$ cat config.mk
export PLATFORM = sky130hd
export DESIGN_NAME = joint_rate_estimator_command_shaper_top_flat
export DESIGN_NICKNAME = d
export VERILOG_FILES = /design/src/hdl/jres_pkg.sv /design/src/hdl/jres_in_if.sv /design/src/hdl/jres_out_if.sv /design/src/hdl/jres_div.sv /design/src/hdl/jres_dp.sv /design/src/hdl/jres_ctrl.sv /design/src/hdl/joint_rate_estimator_command_shaper_top.sv /design/src/flat_wrapper.sv
export SDC_FILE = /design/constraint.sdc
export NUM_CORES = 2
export LEC_CHECK = 0
export CAP_MARGIN = 40
export CORE_MARGIN = 8
export CORE_UTILIZATION = 30
export CTS_BUF_LIST = sky130_fd_sc_hd__clkbuf_8
export CTS_CLUSTER_SIZE = 30
export DETAILED_ROUTE_END_ITERATION = 7
export DONT_BUFFER_PORTS = 1
export GPL_TIMING_DRIVEN = 0
export PLACE_DENSITY = 0.53
export SYNTH_ARGS = -nofsm -noshare
export SYNTH_HDL_FRONTEND = slang
export SYNTH_HIERARCHICAL = 1
export SYNTH_SLANG_ARGS = --single-unit
$ cat constraint.sdc
create_clock -name clk -period 26.5 [get_ports clk]
set_input_delay 2.65 -clock clk [delete_from_list [all_inputs] [get_ports clk]]
set_output_delay 2.65 -clock clk [all_outputs]
set_load 0.005 [all_outputs]
$ cat src/hdl/jres_pkg.sv
// ----------------------------------------------------------------------------
// jres_pkg: shared types and constants
// Item kinds, register indexes, controller states, datapath opcodes and
// saturation of divider quotients.
// ----------------------------------------------------------------------------
package jres_pkg;

  localparam int NUM_W     = 52;
  localparam int DEN_W     = 32;
  localparam int CNT_W     = $clog2(NUM_W + 1);
  localparam int CFG_W     = 31;
  localparam int CFG_IDX_W = 2;

  localparam logic signed [32:0] PI_Q16     = 33'sd205887;
  localparam logic signed [32:0] TWO_PI_Q16 = 33'sd411775;
  localparam logic [19:0]        US_PER_S   = 20'd1000000;
  // x / 5 == (x * DECAY_RECIP) >> 34 for any 32-bit x
  localparam logic [31:0]        DECAY_RECIP = 32'hCCCC_CCCD;

  localparam logic [7:0]  MASK_RESET         = 8'd0;
  localparam logic [19:0] MIN_INTERVAL_RESET = 20'd25000;
  localparam logic [30:0] MAX_STEP_RESET     = 31'd26214;
  localparam logic [30:0] DEADBAND_RESET     = 31'd655;

  typedef enum logic [1:0] {
    KIND_SAMPLE  = 2'd0,
    KIND_COMMAND = 2'd1,
    KIND_DECAY   = 2'd2
  } kind_t;

  typedef enum logic [CFG_IDX_W-1:0] {
    CFG_CONT_MASK    = 2'd0,
    CFG_MIN_INTERVAL = 2'd1,
    CFG_MAX_STEP     = 2'd2,
    CFG_DEADBAND     = 2'd3
  } cfg_reg_t;

  typedef enum logic [3:0] {
    DP_NONE,
    DP_LOAD,
    DP_DIFF,
    DP_WRAP,
    DP_MUL,
    DP_DIV_START,
    DP_VSAT,
    DP_VDIFF,
    DP_ACOMMIT,
    DP_DECAY,
    DP_DSAT,
    DP_PLAN,
    DP_SLEW,
    DP_EMIT
  } dp_op_t;

  typedef enum logic [4:0] {
    ST_IDLE,
    ST_DECIDE,
    ST_DIFF,
    ST_WRAP,
    ST_MULV,
    ST_STARTV,
    ST_DIVV,
    ST_VSAT,
    ST_VDIFF,
    ST_MULA,
    ST_STARTA,
    ST_DIVA,
    ST_ACOMMIT,
    ST_DECAY,
    ST_DSAT,
    ST_PLAN,
    ST_SLEW,
    ST_FINISH
  } state_t;

  typedef struct packed {
    logic   in_ready;
    dp_op_t op;
  } ctrl_t;

  typedef struct packed {
    logic [1:0] kind;
    logic       in_range;
    logic       sample_ok;
    logic       decay_zero;
    logic       div_busy;
    logic       out_busy;
  } stat_t;

  // signed 32-bit value of a quotient magnitude, clamped
  function automatic logic signed [31:0] sat_quot(input logic [NUM_W-1:0] q, input logic neg);
    logic signed [31:0] r;
    if (!neg) begin
      if (q > NUM_W'(32'h7FFF_FFFF)) r = 32'sh7FFF_FFFF;
      else r = signed'(q[31:0]);
    end else begin
      if (q > NUM_W'(33'h0_8000_0000)) r = 32'sh8000_0000;
      else r = signed'(~q[31:0] + 32'd1);
    end
    return r;
  endfunction

endpackage

$ cat src/hdl/jres_in_if.sv
// ----------------------------------------------------------------------------
// jres_in_if: input item channel
// Valid/ready channel carrying one joint item per beat.
// ----------------------------------------------------------------------------
interface jres_in_if;
  logic               valid;
  logic               ready;
  logic [1:0]         kind;
  logic [2:0]         joint;
  logic signed [31:0] position;
  logic [31:0]        stamp_us;
  logic signed [31:0] planner_velocity;

  modport source (output valid, output kind, output joint, output position,
                  output stamp_us, output planner_velocity, input ready);
  modport sink (input valid, input kind, input joint, input position,
                input stamp_us, input planner_velocity, output ready);
endinterface

$ cat src/hdl/jres_out_if.sv
// ----------------------------------------------------------------------------
// jres_out_if: result channel
// Valid/ready channel carrying one joint result per beat.
// ----------------------------------------------------------------------------
interface jres_out_if;
  logic               valid;
  logic               ready;
  logic [2:0]         out_joint;
  logic signed [31:0] measured_velocity;
  logic signed [31:0] measured_accel;
  logic signed [31:0] drive_command;
  logic               sample_taken;

  modport source (output valid, output out_joint, output measured_velocity,
                  output measured_accel, output drive_command, output sample_taken,
                  input ready);
  modport sink (input valid, input out_joint, input measured_velocity,
                input measured_accel, input drive_command, input sample_taken,
                output ready);
endinterface

$ cat src/hdl/jres_div.sv
// ----------------------------------------------------------------------------
// jres_div: iterative unsigned divider
// Restoring division, one quotient bit per cycle, NUM_W quotient bits per pass.
// ----------------------------------------------------------------------------
module jres_div import jres_pkg::*; (
  input  logic             clk,
  input  logic             rst,
  input  logic             start,
  input  logic [NUM_W-1:0] num,
  input  logic [DEN_W-1:0] den,
  output logic             busy,
  output logic [NUM_W-1:0] quot
);

  logic [DEN_W-1:0] rem;
  logic [DEN_W-1:0] divisor;
  logic [CNT_W-1:0] cnt;
  logic [DEN_W:0]   trial;
  logic [DEN_W:0]   diff;
  logic             qbit;

  assign trial = {rem, quot[NUM_W-1]};
  assign diff  = trial - {1'b0, divisor};
  assign qbit  = ~diff[DEN_W];

  always_ff @(posedge clk) begin
    if (rst) begin
      busy <= 1'b0;
      cnt  <= '0;
    end else if (start) begin
      busy <= 1'b1;
      cnt  <= CNT_W'(NUM_W);
    end else if (busy) begin
      cnt <= cnt - CNT_W'(1);
      if (cnt == CNT_W'(1)) busy <= 1'b0;
    end
  end

  always_ff @(posedge clk) begin
    if (start) begin
      rem     <= '0;
      quot    <= num;
      divisor <= den;
    end else if (busy) begin
      rem  <= qbit ? diff[DEN_W-1:0] : trial[DEN_W-1:0];
      quot <= {quot[NUM_W-2:0], qbit};
    end
  end

endmodule

$ cat src/hdl/jres_dp.sv
// ----------------------------------------------------------------------------
// jres_dp: estimator datapath
// Per-joint state, config registers, difference/wrap, multiplier, shared
// divider, saturation, deadband decay, slew limit and the result register.
// ----------------------------------------------------------------------------
module jres_dp import jres_pkg::*; #(
  parameter int JOINTS = 8
) (
  input  logic                 clk,
  input  logic                 rst,
  input  logic                 write_enable,
  input  logic [CFG_IDX_W-1:0] write_index,
  input  logic [CFG_W-1:0]     write_data,
  input  logic [1:0]           kind,
  input  logic [2:0]           joint,
  input  logic signed [31:0]   position,
  input  logic [31:0]          stamp_us,
  input  logic signed [31:0]   planner_velocity,
  input  ctrl_t                ctrl,
  output stat_t                stat,
  jres_out_if.source           results
);

  localparam int JW = (JOINTS > 1) ? $clog2(JOINTS) : 1;
  localparam logic signed [33:0] SAT_MAX = 34'sd2147483647;
  localparam logic signed [33:0] SAT_MIN = -34'sd2147483648;

  logic [7:0]  cont_mask;
  logic [19:0] min_interval;
  logic [30:0] max_step;
  logic [30:0] deadband;

  logic signed [31:0] last_position    [JOINTS];
  logic signed [31:0] last_velocity    [JOINTS];
  logic signed [31:0] last_accel       [JOINTS];
  logic [31:0]        sample_time      [JOINTS];
  logic signed [31:0] command_velocity [JOINTS];

  logic [1:0]         kind_r;
  logic [2:0]         joint_r;
  logic signed [31:0] pos_r;
  logic [31:0]        stamp_r;
  logic signed [31:0] plan_r;

  logic signed [32:0] opnd;
  logic [NUM_W-1:0]   prod;
  logic               neg;
  logic [DEN_W-1:0]   dvsr;
  logic signed [31:0] vel_new;
  logic signed [31:0] cmd_new;
  logic               taken;
  logic [63:0]        dec_prod;

  logic               rvalid;
  logic [2:0]         r_joint;
  logic signed [31:0] r_vel;
  logic signed [31:0] r_acc;
  logic signed [31:0] r_cmd;
  logic               r_taken;

  logic [JW-1:0]      jidx;
  logic               in_range;
  logic signed [31:0] cur_vel;
  logic signed [31:0] cur_cmd;
  logic [31:0]        dt_now;
  logic [19:0]        min_eff;
  logic               wrap_hit;
  logic signed [32:0] opnd_mag;
  logic [NUM_W-1:0]   mul_full;
  logic signed [32:0] cmd_ext;
  logic signed [32:0] cmd_mag;
  logic [31:0]        dec_num;
  logic [63:0]        dec_full;
  logic [31:0]        dec_res;
  logic signed [32:0] vel_new_x;
  logic signed [32:0] cur_vel_x;
  logic signed [32:0] pos_x;
  logic signed [32:0] last_pos_x;
  logic signed [33:0] sl_cmd, sl_vel, sl_lim, sl_diff, sl_hi, sl_lo;
  logic signed [31:0] slew_val;
  logic               div_busy;
  logic [NUM_W-1:0]   quot;

  assign jidx     = JW'(joint_r);
  assign in_range = {29'd0, joint_r} < 32'(JOINTS);
  assign cur_vel  = last_velocity[jidx];
  assign cur_cmd  = command_velocity[jidx];

  assign min_eff   = (min_interval == 20'd0) ? 20'd1 : min_interval;
  assign dt_now    = stamp_r - sample_time[jidx];
  assign wrap_hit  = cont_mask[joint_r] && (opnd > PI_Q16 || opnd < -PI_Q16);
  assign opnd_mag  = opnd[32] ? -opnd : opnd;
  assign mul_full  = NUM_W'(opnd_mag[31:0]) * NUM_W'(US_PER_S);
  assign cmd_ext   = 33'(cur_cmd);
  assign cmd_mag   = cmd_ext[32] ? -cmd_ext : cmd_ext;
  assign vel_new_x = 33'(vel_new);
  assign cur_vel_x = 33'(cur_vel);
  assign pos_x     = 33'(pos_r);
  assign last_pos_x = 33'(last_position[jidx]);

  // 4|c|/5 truncated = |c| - ceil(|c|/5) = |c| - floor((|c|+4)/5)
  assign dec_num  = cmd_mag[31:0] + 32'd4;
  assign dec_full = 64'(dec_num) * 64'(DECAY_RECIP);
  assign dec_res  = cmd_mag[31:0] - {2'b00, dec_prod[63:34]};

  assign sl_cmd  = 34'(cmd_new);
  assign sl_vel  = 34'(cur_vel);
  assign sl_lim  = {3'b000, max_step};
  assign sl_diff = sl_cmd - sl_vel;
  assign sl_hi   = sl_vel + sl_lim;
  assign sl_lo   = sl_vel - sl_lim;

  always_comb begin
    slew_val = cmd_new;
    if (cmd_new != 32'sd0) begin
      if (sl_diff > sl_lim) slew_val = (sl_hi > SAT_MAX) ? SAT_MAX[31:0] : sl_hi[31:0];
      else if (sl_diff < -sl_lim) slew_val = (sl_lo < SAT_MIN) ? SAT_MIN[31:0] : sl_lo[31:0];
    end
  end

  jres_div u_div (
    .clk   (clk),
    .rst   (rst),
    .start (ctrl.op == DP_DIV_START),
    .num   (prod),
    .den   (dvsr),
    .busy  (div_busy),
    .quot  (quot)
  );

  always_ff @(posedge clk) begin
    if (rst) begin
      cont_mask    <= MASK_RESET;
      min_interval <= MIN_INTERVAL_RESET;
      max_step     <= MAX_STEP_RESET;
      deadband     <= DEADBAND_RESET;
    end else if (write_enable) begin
      case (cfg_reg_t'(write_index))
        CFG_CONT_MASK:    cont_mask    <= write_data[7:0];
        CFG_MIN_INTERVAL: min_interval <= write_data[19:0];
        CFG_MAX_STEP:     max_step     <= write_data;
        CFG_DEADBAND:     deadband     <= write_data;
        default: ;
      endcase
    end
  end

  always_ff @(posedge clk) begin
    if (rst) begin
      for (int i = 0; i < JOINTS; i++) begin
        last_position[i]    <= '0;
        last_velocity[i]    <= '0;
        last_accel[i]       <= '0;
        sample_time[i]      <= '0;
        command_velocity[i] <= '0;
      end
    end else begin
      case (ctrl.op)
        DP_ACOMMIT: begin
          last_accel[jidx]    <= sat_quot(quot, neg);
          last_velocity[jidx] <= vel_new;
          last_position[jidx] <= pos_r;
          sample_time[jidx]   <= stamp_r;
        end
        DP_SLEW: command_velocity[jidx] <= slew_val;
        default: ;
      endcase
    end
  end

  always_ff @(posedge clk) begin
    case (ctrl.op)
      DP_LOAD: begin
        kind_r  <= kind;
        joint_r <= joint;
        pos_r   <= position;
        stamp_r <= stamp_us;
        plan_r  <= planner_velocity;
      end
      DP_DIFF: begin
        opnd <= pos_x - last_pos_x;
        dvsr <= dt_now;
      end
      DP_WRAP: begin
        if (wrap_hit) opnd <= opnd[32] ? opnd + TWO_PI_Q16 : opnd - TWO_PI_Q16;
      end
      DP_MUL: begin
        prod <= mul_full;
        neg  <= opnd[32];
      end
      DP_VSAT:  vel_new <= sat_quot(quot, neg);
      DP_VDIFF: opnd <= vel_new_x - cur_vel_x;
      DP_DECAY: begin
        if (stat.decay_zero) cmd_new <= '0;
        else dec_prod <= dec_full;
      end
      DP_DSAT: cmd_new <= cmd_ext[32] ? -signed'(dec_res) : signed'(dec_res);
      DP_PLAN: cmd_new <= plan_r;
      default: ;
    endcase
  end

  always_ff @(posedge clk) begin
    if (rst) begin
      taken  <= 1'b0;
      rvalid <= 1'b0;
    end else begin
      if (ctrl.op == DP_LOAD) taken <= 1'b0;
      else if (ctrl.op == DP_ACOMMIT) taken <= 1'b1;
      if (ctrl.op == DP_EMIT) rvalid <= 1'b1;
      else if (results.ready) rvalid <= 1'b0;
    end
  end

  always_ff @(posedge clk) begin
    if (ctrl.op == DP_EMIT) begin
      r_joint <= joint_r;
      if (in_range) begin
        r_vel   <= cur_vel;
        r_acc   <= last_accel[jidx];
        r_cmd   <= cur_cmd;
        r_taken <= taken;
      end else begin
        r_vel   <= '0;
        r_acc   <= '0;
        r_cmd   <= '0;
        r_taken <= 1'b0;
      end
    end
  end

  assign results.valid             = rvalid;
  assign results.out_joint         = r_joint;
  assign results.measured_velocity = r_vel;
  assign results.measured_accel    = r_acc;
  assign results.drive_command     = r_cmd;
  assign results.sample_taken      = r_taken;

  assign stat.kind       = kind_r;
  assign stat.in_range   = in_range;
  assign stat.sample_ok  = dt_now >= {12'd0, min_eff};
  assign stat.decay_zero = cmd_mag < {2'b00, deadband};
  assign stat.div_busy   = div_busy;
  assign stat.out_busy   = rvalid && !results.ready;

endmodule

$ cat src/hdl/jres_ctrl.sv
// ----------------------------------------------------------------------------
// jres_ctrl: item sequencer
// Steps the datapath through sample, command and decay sequences and hands
// the result to the output register.
// ----------------------------------------------------------------------------
module jres_ctrl import jres_pkg::*; (
  input  logic  clk,
  input  logic  rst,
  input  logic  in_valid,
  input  stat_t stat,
  output ctrl_t ctrl
);

  state_t state, state_next;

  always_ff @(posedge clk) begin
    if (rst) state <= ST_IDLE;
    else state <= state_next;
  end

  always_comb begin
    state_next = state;
    case (state)
      ST_IDLE:   if (in_valid) state_next = ST_DECIDE;
      ST_DECIDE: begin
        if (!stat.in_range) begin
          state_next = ST_FINISH;
        end else begin
          case (stat.kind)
            KIND_SAMPLE:  state_next = stat.sample_ok ? ST_DIFF : ST_FINISH;
            KIND_COMMAND: state_next = ST_PLAN;
            KIND_DECAY:   state_next = ST_DECAY;
            default:      state_next = ST_FINISH;
          endcase
        end
      end
      ST_DIFF:    state_next = ST_WRAP;
      ST_WRAP:    state_next = ST_MULV;
      ST_MULV:    state_next = ST_STARTV;
      ST_STARTV:  state_next = ST_DIVV;
      ST_DIVV:    if (!stat.div_busy) state_next = ST_VSAT;
      ST_VSAT:    state_next = ST_VDIFF;
      ST_VDIFF:   state_next = ST_MULA;
      ST_MULA:    state_next = ST_STARTA;
      ST_STARTA:  state_next = ST_DIVA;
      ST_DIVA:    if (!stat.div_busy) state_next = ST_ACOMMIT;
      ST_ACOMMIT: state_next = ST_FINISH;
      ST_DECAY:   state_next = stat.decay_zero ? ST_SLEW : ST_DSAT;
      ST_DSAT:    state_next = ST_SLEW;
      ST_PLAN:    state_next = ST_SLEW;
      ST_SLEW:    state_next = ST_FINISH;
      ST_FINISH:  if (!stat.out_busy) state_next = ST_IDLE;
      default:    state_next = ST_IDLE;
    endcase
  end

  always_comb begin
    ctrl.in_ready = (state == ST_IDLE);
    ctrl.op       = DP_NONE;
    case (state)
      ST_IDLE:    ctrl.op = in_valid ? DP_LOAD : DP_NONE;
      ST_DIFF:    ctrl.op = DP_DIFF;
      ST_WRAP:    ctrl.op = DP_WRAP;
      ST_MULV:    ctrl.op = DP_MUL;
      ST_MULA:    ctrl.op = DP_MUL;
      ST_STARTV:  ctrl.op = DP_DIV_START;
      ST_STARTA:  ctrl.op = DP_DIV_START;
      ST_VSAT:    ctrl.op = DP_VSAT;
      ST_VDIFF:   ctrl.op = DP_VDIFF;
      ST_ACOMMIT: ctrl.op = DP_ACOMMIT;
      ST_DECAY:   ctrl.op = DP_DECAY;
      ST_DSAT:    ctrl.op = DP_DSAT;
      ST_PLAN:    ctrl.op = DP_PLAN;
      ST_SLEW:    ctrl.op = DP_SLEW;
      ST_FINISH:  ctrl.op = stat.out_busy ? DP_NONE : DP_EMIT;
      default:    ctrl.op = DP_NONE;
    endcase
  end

`ifndef ASSERT_OFF
  a_start_idle: assert property (@(posedge clk) disable iff (rst)
    ctrl.op == DP_DIV_START |-> !stat.div_busy)
    else $error("divider started while busy");

  a_start_runs: assert property (@(posedge clk) disable iff (rst)
    ctrl.op == DP_DIV_START |=> stat.div_busy)
    else $error("divider did not start");

  a_commit_sample: assert property (@(posedge clk) disable iff (rst)
    state == ST_ACOMMIT |-> stat.in_range && stat.kind == KIND_SAMPLE && !stat.div_busy)
    else $error("sample commit outside a valid sample");

  a_slew_cmd: assert property (@(posedge clk) disable iff (rst)
    state == ST_SLEW |-> stat.in_range && (stat.kind == KIND_COMMAND || stat.kind == KIND_DECAY))
    else $error("slew limit on a non-command item");
`endif

endmodule

$ cat src/hdl/joint_rate_estimator_command_shaper_top.sv
// ----------------------------------------------------------------------------
// joint_rate_estimator_command_shaper_top: joint rate estimator and shaper
// Finite-difference velocity/acceleration per joint with continuous-joint
// wrap, plus deadband decay and slew limiting of the drive command.
// ----------------------------------------------------------------------------
// Throughput: one item in flight; the input is ready again as the result register
//   loads, and a sample runs twice on the shared 52-step divider (velocity, then
//   acceleration). A held result stalls the input.
// Reset: synchronous rst clears joint state and loads register defaults.
module joint_rate_estimator_command_shaper_top import jres_pkg::*; #(
  parameter int JOINTS = 8
) (
  input  logic                 clk,
  input  logic                 rst,
  input  logic                 write_enable,
  input  logic [CFG_IDX_W-1:0] write_index,
  input  logic [CFG_W-1:0]     write_data,
  jres_in_if.sink              items,
  jres_out_if.source           results
);

  ctrl_t ctrl;
  stat_t stat;

  assign items.ready = ctrl.in_ready;

  jres_ctrl u_ctrl (
    .clk      (clk),
    .rst      (rst),
    .in_valid (items.valid),
    .stat     (stat),
    .ctrl     (ctrl)
  );

  jres_dp #(
    .JOINTS (JOINTS)
  ) u_dp (
    .clk              (clk),
    .rst              (rst),
    .write_enable     (write_enable),
    .write_index      (write_index),
    .write_data       (write_data),
    .kind             (items.kind),
    .joint            (items.joint),
    .position         (items.position),
    .stamp_us         (items.stamp_us),
    .planner_velocity (items.planner_velocity),
    .ctrl             (ctrl),
    .stat             (stat),
    .results          (results)
  );

endmodule

$ cat src/flat_wrapper.sv
// flat-port wrapper written by rule: the top's interface ports become plain ports
module joint_rate_estimator_command_shaper_top_flat import jres_pkg::*;
#(
  parameter int JOINTS = 8
)
  (clk, rst, write_enable, write_index, write_data, items_valid, items_kind, items_joint, items_position, items_stamp_us, items_planner_velocity, items_ready, results_valid, results_out_joint, results_measured_velocity, results_measured_accel, results_drive_command, results_sample_taken, results_ready);
  jres_in_if items_i ();
  jres_out_if results_i ();
  input  logic clk;
  input  logic rst;
  input  logic write_enable;
  input  logic [CFG_IDX_W-1:0] write_index;
  input  logic [CFG_W-1:0] write_data;
  input wire logic [$bits(items_i.valid)-1:0] items_valid;
  input wire logic [$bits(items_i.kind)-1:0] items_kind;
  input wire logic [$bits(items_i.joint)-1:0] items_joint;
  input wire logic [$bits(items_i.position)-1:0] items_position;
  input wire logic [$bits(items_i.stamp_us)-1:0] items_stamp_us;
  input wire logic [$bits(items_i.planner_velocity)-1:0] items_planner_velocity;
  output wire logic [$bits(items_i.ready)-1:0] items_ready;
  output wire logic [$bits(results_i.valid)-1:0] results_valid;
  output wire logic [$bits(results_i.out_joint)-1:0] results_out_joint;
  output wire logic [$bits(results_i.measured_velocity)-1:0] results_measured_velocity;
  output wire logic [$bits(results_i.measured_accel)-1:0] results_measured_accel;
  output wire logic [$bits(results_i.drive_command)-1:0] results_drive_command;
  output wire logic [$bits(results_i.sample_taken)-1:0] results_sample_taken;
  input wire logic [$bits(results_i.ready)-1:0] results_ready;
  assign items_i.valid = items_valid;
  assign items_i.kind = items_kind;
  assign items_i.joint = items_joint;
  assign items_i.position = items_position;
  assign items_i.stamp_us = items_stamp_us;
  assign items_i.planner_velocity = items_planner_velocity;
  assign items_ready = items_i.ready;
  assign results_valid = results_i.valid;
  assign results_out_joint = results_i.out_joint;
  assign results_measured_velocity = results_i.measured_velocity;
  assign results_measured_accel = results_i.measured_accel;
  assign results_drive_command = results_i.drive_command;
  assign results_sample_taken = results_i.sample_taken;
  assign results_i.ready = results_ready;
  joint_rate_estimator_command_shaper_top #(.JOINTS(JOINTS)) u_core (.clk(clk), .rst(rst), .write_enable(write_enable), .write_index(write_index), .write_data(write_data), .items(items_i), .results(results_i));
endmodule
* Word-level counts from Yosys, hierarchy flattened
Memories as Yosys holds them, arrays and structs flattened. A register that Yosys moved wholly into a read port is not among the register bits.
Index checks and enable logic that the tools add are counted.
** Operators by class
- $lt $le $gt $ge :: 11
- Bitwise gates (word level) :: 3
- Reductions and logical operators :: 32
- Mux-type cells :: 69
- Add/subtract/negate cells :: 17
- Equality and inequality tests :: 42
- Multiply operators :: 2
** Operators by type and width (count)
- 32-bit 2-to-1 mux :: 19
- 32-bit OR reduction :: 5
- 32-bit by 32-bit subtractor with 33-bit output :: 4
- 52-bit 2-to-1 mux :: 2
- 33-bit 2-to-1 mux :: 3
- 33-bit one-hot mux with 3 select lines :: 1
- 32-bit one-hot mux with 3 select lines :: 1
- 5-bit one-hot mux with 16 select lines :: 1
- 32-bit by 32-bit multiplier with 64-bit output, second input constant :: 1
- 32-bit negator :: 2
- 52-bit by 31-bit > comparator with 1-bit output, second input constant :: 1
- 52-bit by 32-bit > comparator with 1-bit output, second input constant :: 1
- 4-bit one-hot mux with 13 select lines :: 1
- 32-bit by 14-bit multiplier with 46-bit output, second input constant :: 1
- 5-bit by 4-bit == test with 1-bit output, second input constant :: 8
- 33-bit by 34-bit less-than comparator with 1-bit output :: 1
- 31-bit negator with 34-bit output :: 1
- 32-bit by 32-bit adder with 33-bit output :: 1
- 33-bit by 20-bit adder with 33-bit output, second input constant :: 1
- 33-bit by 19-bit > comparator with 1-bit output, second input constant :: 1
- 33-bit by 32-bit > comparator with 1-bit output :: 1
- 33-bit by 32-bit > comparator with 1-bit output, second input constant :: 1
- 33-bit by 19-bit less-than comparator with 1-bit output, second input constant :: 1
- 33-bit by 31-bit less-than comparator with 1-bit output :: 1
- 46 further kinds :: 116
** Storage, ports and cells
- Output and inout bits :: 102
- Flip-flop bits (word level) :: 629
- Logic and storage cells :: 211
- Bits in writable memories :: 1280
- Memories kept :: 5
- Bits of input ports :: 139
** Memory list
- u_core.u_dp.command_velocity :: depth 8, width 32, rd ports 1, clocked after Yosys merged registers in 1, write ports 8, line jres_dp.sv:37 : logic signed [31:0] command_velocity [JOINTS];
- u_core.u_dp.last_accel :: depth 8, width 32, rd ports 1, clocked after Yosys merged registers in 1, write ports 8, line jres_dp.sv:35 : logic signed [31:0] last_accel [JOINTS];
- u_core.u_dp.last_position :: depth 8, width 32, rd ports 1, clocked after Yosys merged registers in 1, write ports 8, line jres_dp.sv:33 : logic signed [31:0] last_position [JOINTS];
- u_core.u_dp.last_velocity :: depth 8, width 32, rd ports 1, clocked after Yosys merged registers in 1, write ports 8, line jres_dp.sv:34 : logic signed [31:0] last_velocity [JOINTS];
- u_core.u_dp.sample_time :: depth 8, width 32, rd ports 1, clocked after Yosys merged registers in 1, write ports 8, line jres_dp.sv:36 : logic [31:0] sample_time [JOINTS];

* Longest topological paths before layout
- Depth in word-level cells :: 10
- Depth in mapped cells :: 44
- Gate-level depth less buffers :: 40

* Cells and area by module
The synthesis kept the hierarchy.
** Modules (own cells, without submodules)
- jres_dp :: area each 115787.3 um^2, cells each 9913, times used 1, seq. area each 52560.4 um^2
- jres_div :: area each 7006.7 um^2, cells each 665, times used 1, seq. area each 3303.2 um^2
- jres_ctrl :: area each 700.7 um^2, cells each 93, times used 1, seq. area each 100.1 um^2

* Worst setup path after synthesis
Ideal clock, no wire load.
- Path type :: in2reg
- Start :: in results_ready
- End :: reg (tool-made name)
- Path slack :: 14.646 ns
- Stages :: 8
- Setup time :: 0.094 ns
- Required time :: 26.406 ns
- Path buffers :: 1
- Arrival time :: 11.760 ns
- Path through :: nor2b_1 > nand2b_1 > or4_1 > a21oi_1 > clkbuf_1 > nand2b_1 > nor3_1 > mux2_2
** RTL lines
- start, declared :: line flat_wrapper.sv:27 : input wire logic [$bits(results_i.ready)-1:0] results_ready;

==> flow_summary.yaml <==
run_status:
  status: "completed"
global_routing:
  grt_usage: 0.202
  overflow: 0
  antenna_found_initial: 78
  first_global_vias: 89130
  grt_max_degree: 52
  grt_pass1_wl_um: 644000
drt:
  drt_first_pass_iters: 7
  drt-total-wl_um: 454000
  via_per_inst: 5.26
  drc: 0
  drt-initial-drc-count: 9185
  vias: 89813
  ant_nets: 0
  wl_per_cell_um: 26.6
cts:
  cts_resized: 0
  postCtsSetupBuffers: 0
  cts_tree: "done"
  clock_path_buffers: 4
  htreeDepth: 5
  insertion_delay_ps: 1110
  cts_buffers: 346
  ctsHoldBuffers: 0
  cts.sinks: 1910
  root_buffer: "clkbuf_8"
  clk_transition_reported_paths_ps: 60
worst_setup_path:
  crit_arrival_ps: 17490
  cp-end-kind: "flop"
  start_kind: "flop"
  reg2reg_depth: 45
  critPathMaxStageDelay_ps: 780
  crit_type: "flop to flop"
  cp.required_ps: 27310
  crit_path_max_fanout: 10
  crit_slowest_cell: "mux2i_1"
die:
  die_x_um: 658
  die_y_um: 658
  dieArea_sq_um: 432000
  initial_utilization: 0.301
  core_area_sq_um: 410000
  rows: 235
  io-pin-count: 241
layout:
  fin_nets: 12901
  final_area_sq_um: 141000
  drive_above_1_share: 0.110
  multi_input_area_sq_um: 61600
  regArea_sq_um: 56000
  syn2layout_area_growth_pct: 13.9
  fillers: 41138
timing:
  min_period_over_period: 0.630
  relSlewSlack: 0.289
  holdWs_ps: 414
  clock_skew_ps: 163
  grt_setup_unrepaired: "no"
  slew_violations: 0
  finalSetupViolations: 0
  layout_min_cycle_time_ps: 16680
  hold_violations: 0
  setup_tns_ps: 0
  worst_slew_pin_slew_ps: 1040
  fin_ws_ps: 9820
  max_freq_ghz: 0.0599
placed_design:
  placed_area_sq_um: 134000
  place_worst_setup_slack_ps: 9890
  place_congestion: 0.936
  place_hpwl_um: 348000
  io_buffers: 0
yosys:
  synth_seq_area_share: 0.453
  ys_top_cells_by_area: "edfxtp_1 43%, ha_1 9.2%, fa_1 8.7%"
  synth_edf_count: 1771
  ys_ff_latch: 1910
  yosys_warnings: 6
  synth-async-reset-ratio: 0
  synth_flop_cell: "edfxtp_1"
  netlist_instances: 10671
  syn_area_sq_um: 123000
  yosysTopAreaCell: "edfxtp_1"
  ys_types: 124
  yosysTopAreaCellShare: 0.431
  syn_avg_cell_area_sq_um: 11.6
worst_hold_path:
  hold_class: "flop to flop"
  holdPathStages: 0
run:
  cap_violations: 0
placed cells by master, fill, tap and decap left out, types with 47 or more instances in the layout:
cell | Yosys | final
a31oi_1 | 52 | 52
xnor2_1 | 310 | 306
mux2i_1 | 156 | 151
o21ai_0 | 284 | 284
mux2_2 | 73 | 73
nor4_1 | 55 | 51
dfxtp_1 | 139 | 139
o31ai_1 | 47 | 47
and3_1 | 780 | 780
or3_1 | 51 | 51
and2_1 | 48 | 48
nor2b_1 | 71 | 71
a21oi_1 | 463 | 461
a21o_1 | 220 | 212
xor2_1 | 153 | 151
fa_1 | 536 | 536
a22oi_1 | 154 | 154
nand2_1 | 539 | 538
clkbuf_8 | 3 | 360
nand3_1 | 120 | 120
edfxtp_1 | 1771 | 1771
o21bai_1 | 49 | 49
nand4_1 | 113 | 113
buf_6 | 8 | 66
nor2_1 | 867 | 864
nand2b_1 | 79 | 71
ha_1 | 911 | 911
mux4_2 | 244 | 244
clkinv_2 | 0 | 49
buf_4 | 22 | 148
inv_1 | 1079 | 1180
clkbuf_1 | 393 | 377
o21a_1 | 63 | 62
clkinv_1 | 8 | 76
nor3_1 | 149 | 144
critical path, delay by kind of cell (launching register included):
kind            cells  cell delay [ps]
compound gates     10             2770
xor+xnor            3             1360
fa+ha+maj          10             4840
buf+inv            13             3780
flops               1              480
mux                 1              780
simple gates        8             2390
cells in the mapped netlist, drive strengths merged (20+ instances only):
| cell | number |
|---|---|
| clkbuf | 398 |
| inv | 1080 |
| a21o | 220 |
| nand4 | 114 |
| or3 | 52 |
| a31oi | 53 |
| nand3b | 31 |
| nor2b | 72 |
| nor2 | 867 |
| o31ai | 47 |
| dfxtp | 139 |
| edfxtp | 1771 |
| o41ai | 20 |
| or2 | 27 |
| nand2b | 80 |
| o21ai | 305 |
| mux4 | 245 |
| mux2 | 74 |
| nand2 | 541 |
| a22oi | 154 |
| buf | 98 |
| o211ai | 35 |
| and2 | 48 |
| o21a | 63 |
| a2111oi | 23 |
| nand3 | 124 |
| a211o | 26 |
| a21oi | 468 |
| fa | 536 |
| nor3 | 151 |
| xor2 | 156 |
| ha | 911 |
| and3 | 780 |
| xnor2 | 314 |
| a311oi | 27 |
| mux2i | 158 |
| o21bai | 49 |
| nor4 | 57 |
| a41oi | 20 |
| a211oi | 52 |
| nor3b | 23 |
cell type report:
class	instances	area share
Sequential cell	1910	0.398
Multi-Input combinational cell	7181	0.438
Clock buffer	357	0.0349
Timing Repair Buffer	291	0.0246
Antenna cell	46	0.000818
Buffer	496	0.0149
Tap cell	5451	0.0485
Inverter	1089	0.0291
Clock inverter	259	0.0111
per-stage QoR:
stage,std cells,utilization
floorplan,10676,-
global placement,16127,0.318
detailed placement,16418,0.327
CTS,17034,0.343
global route,17053,0.343
finish,17080,0.343
cells by family after synthesis:
| logic type | after synthesis | share of synthesized area |
|---|---|---|
| other cells | 2 | 0.0000608 |
| compound gates | 1759 | 0.0951 |
| simple gates | 3021 | 0.124 |
| flops | 1910 | 0.453 |
| xor+xnor | 470 | 0.0339 |
| fa+ha+maj | 1447 | 0.179 |
| buf+inv | 1585 | 0.0499 |
| mux | 477 | 0.0644 |
registers in the layout (all words and copies together) (netlist names), 33 cells and up, named ones only:
register,flops
u_core/u_dp/prod,46
u_core/u_dp/last_accel,256
u_core/u_dp/opnd,33
u_core/u_dp/sample_time,256
u_core/u_dp/last_position,256
u_core/u_dp/command_velocity,256
u_core/u_dp/last_velocity,256
u_core/u_dp/u_div/quot,52
worst paths after layout:
kind	from	endpoint	slack (ps)
min	u_core/u_dp/dvsr[15]	u_core/u_dp/u_div/divisor[15]	410
max	flop	u_core/u_dp/dec_prod[63]	9820
max reg2reg	flop	u_core/u_dp/dec_prod[63]	9820
min reg2reg	u_core/u_dp/dvsr[15]	u_core/u_dp/u_div/divisor[15]	410
routing by layer:
| layer | up-vias | global-route usage | wire length (um) |
|---|---|---|---|
| met5 | - | 0 | 147 |
| met4 | 20 | 0.0858 | 22500 |
| met3 | 864 | 0.0443 | 39600 |
| met2 | 3927 | 0.326 | 207000 |
| met1 | 44842 | 0.262 | 184000 |
| li1 | 40160 | - | - |
Power is not shown: default switching activity piles up to over one toggle a cycle in this logic, so the estimate is an artifact.
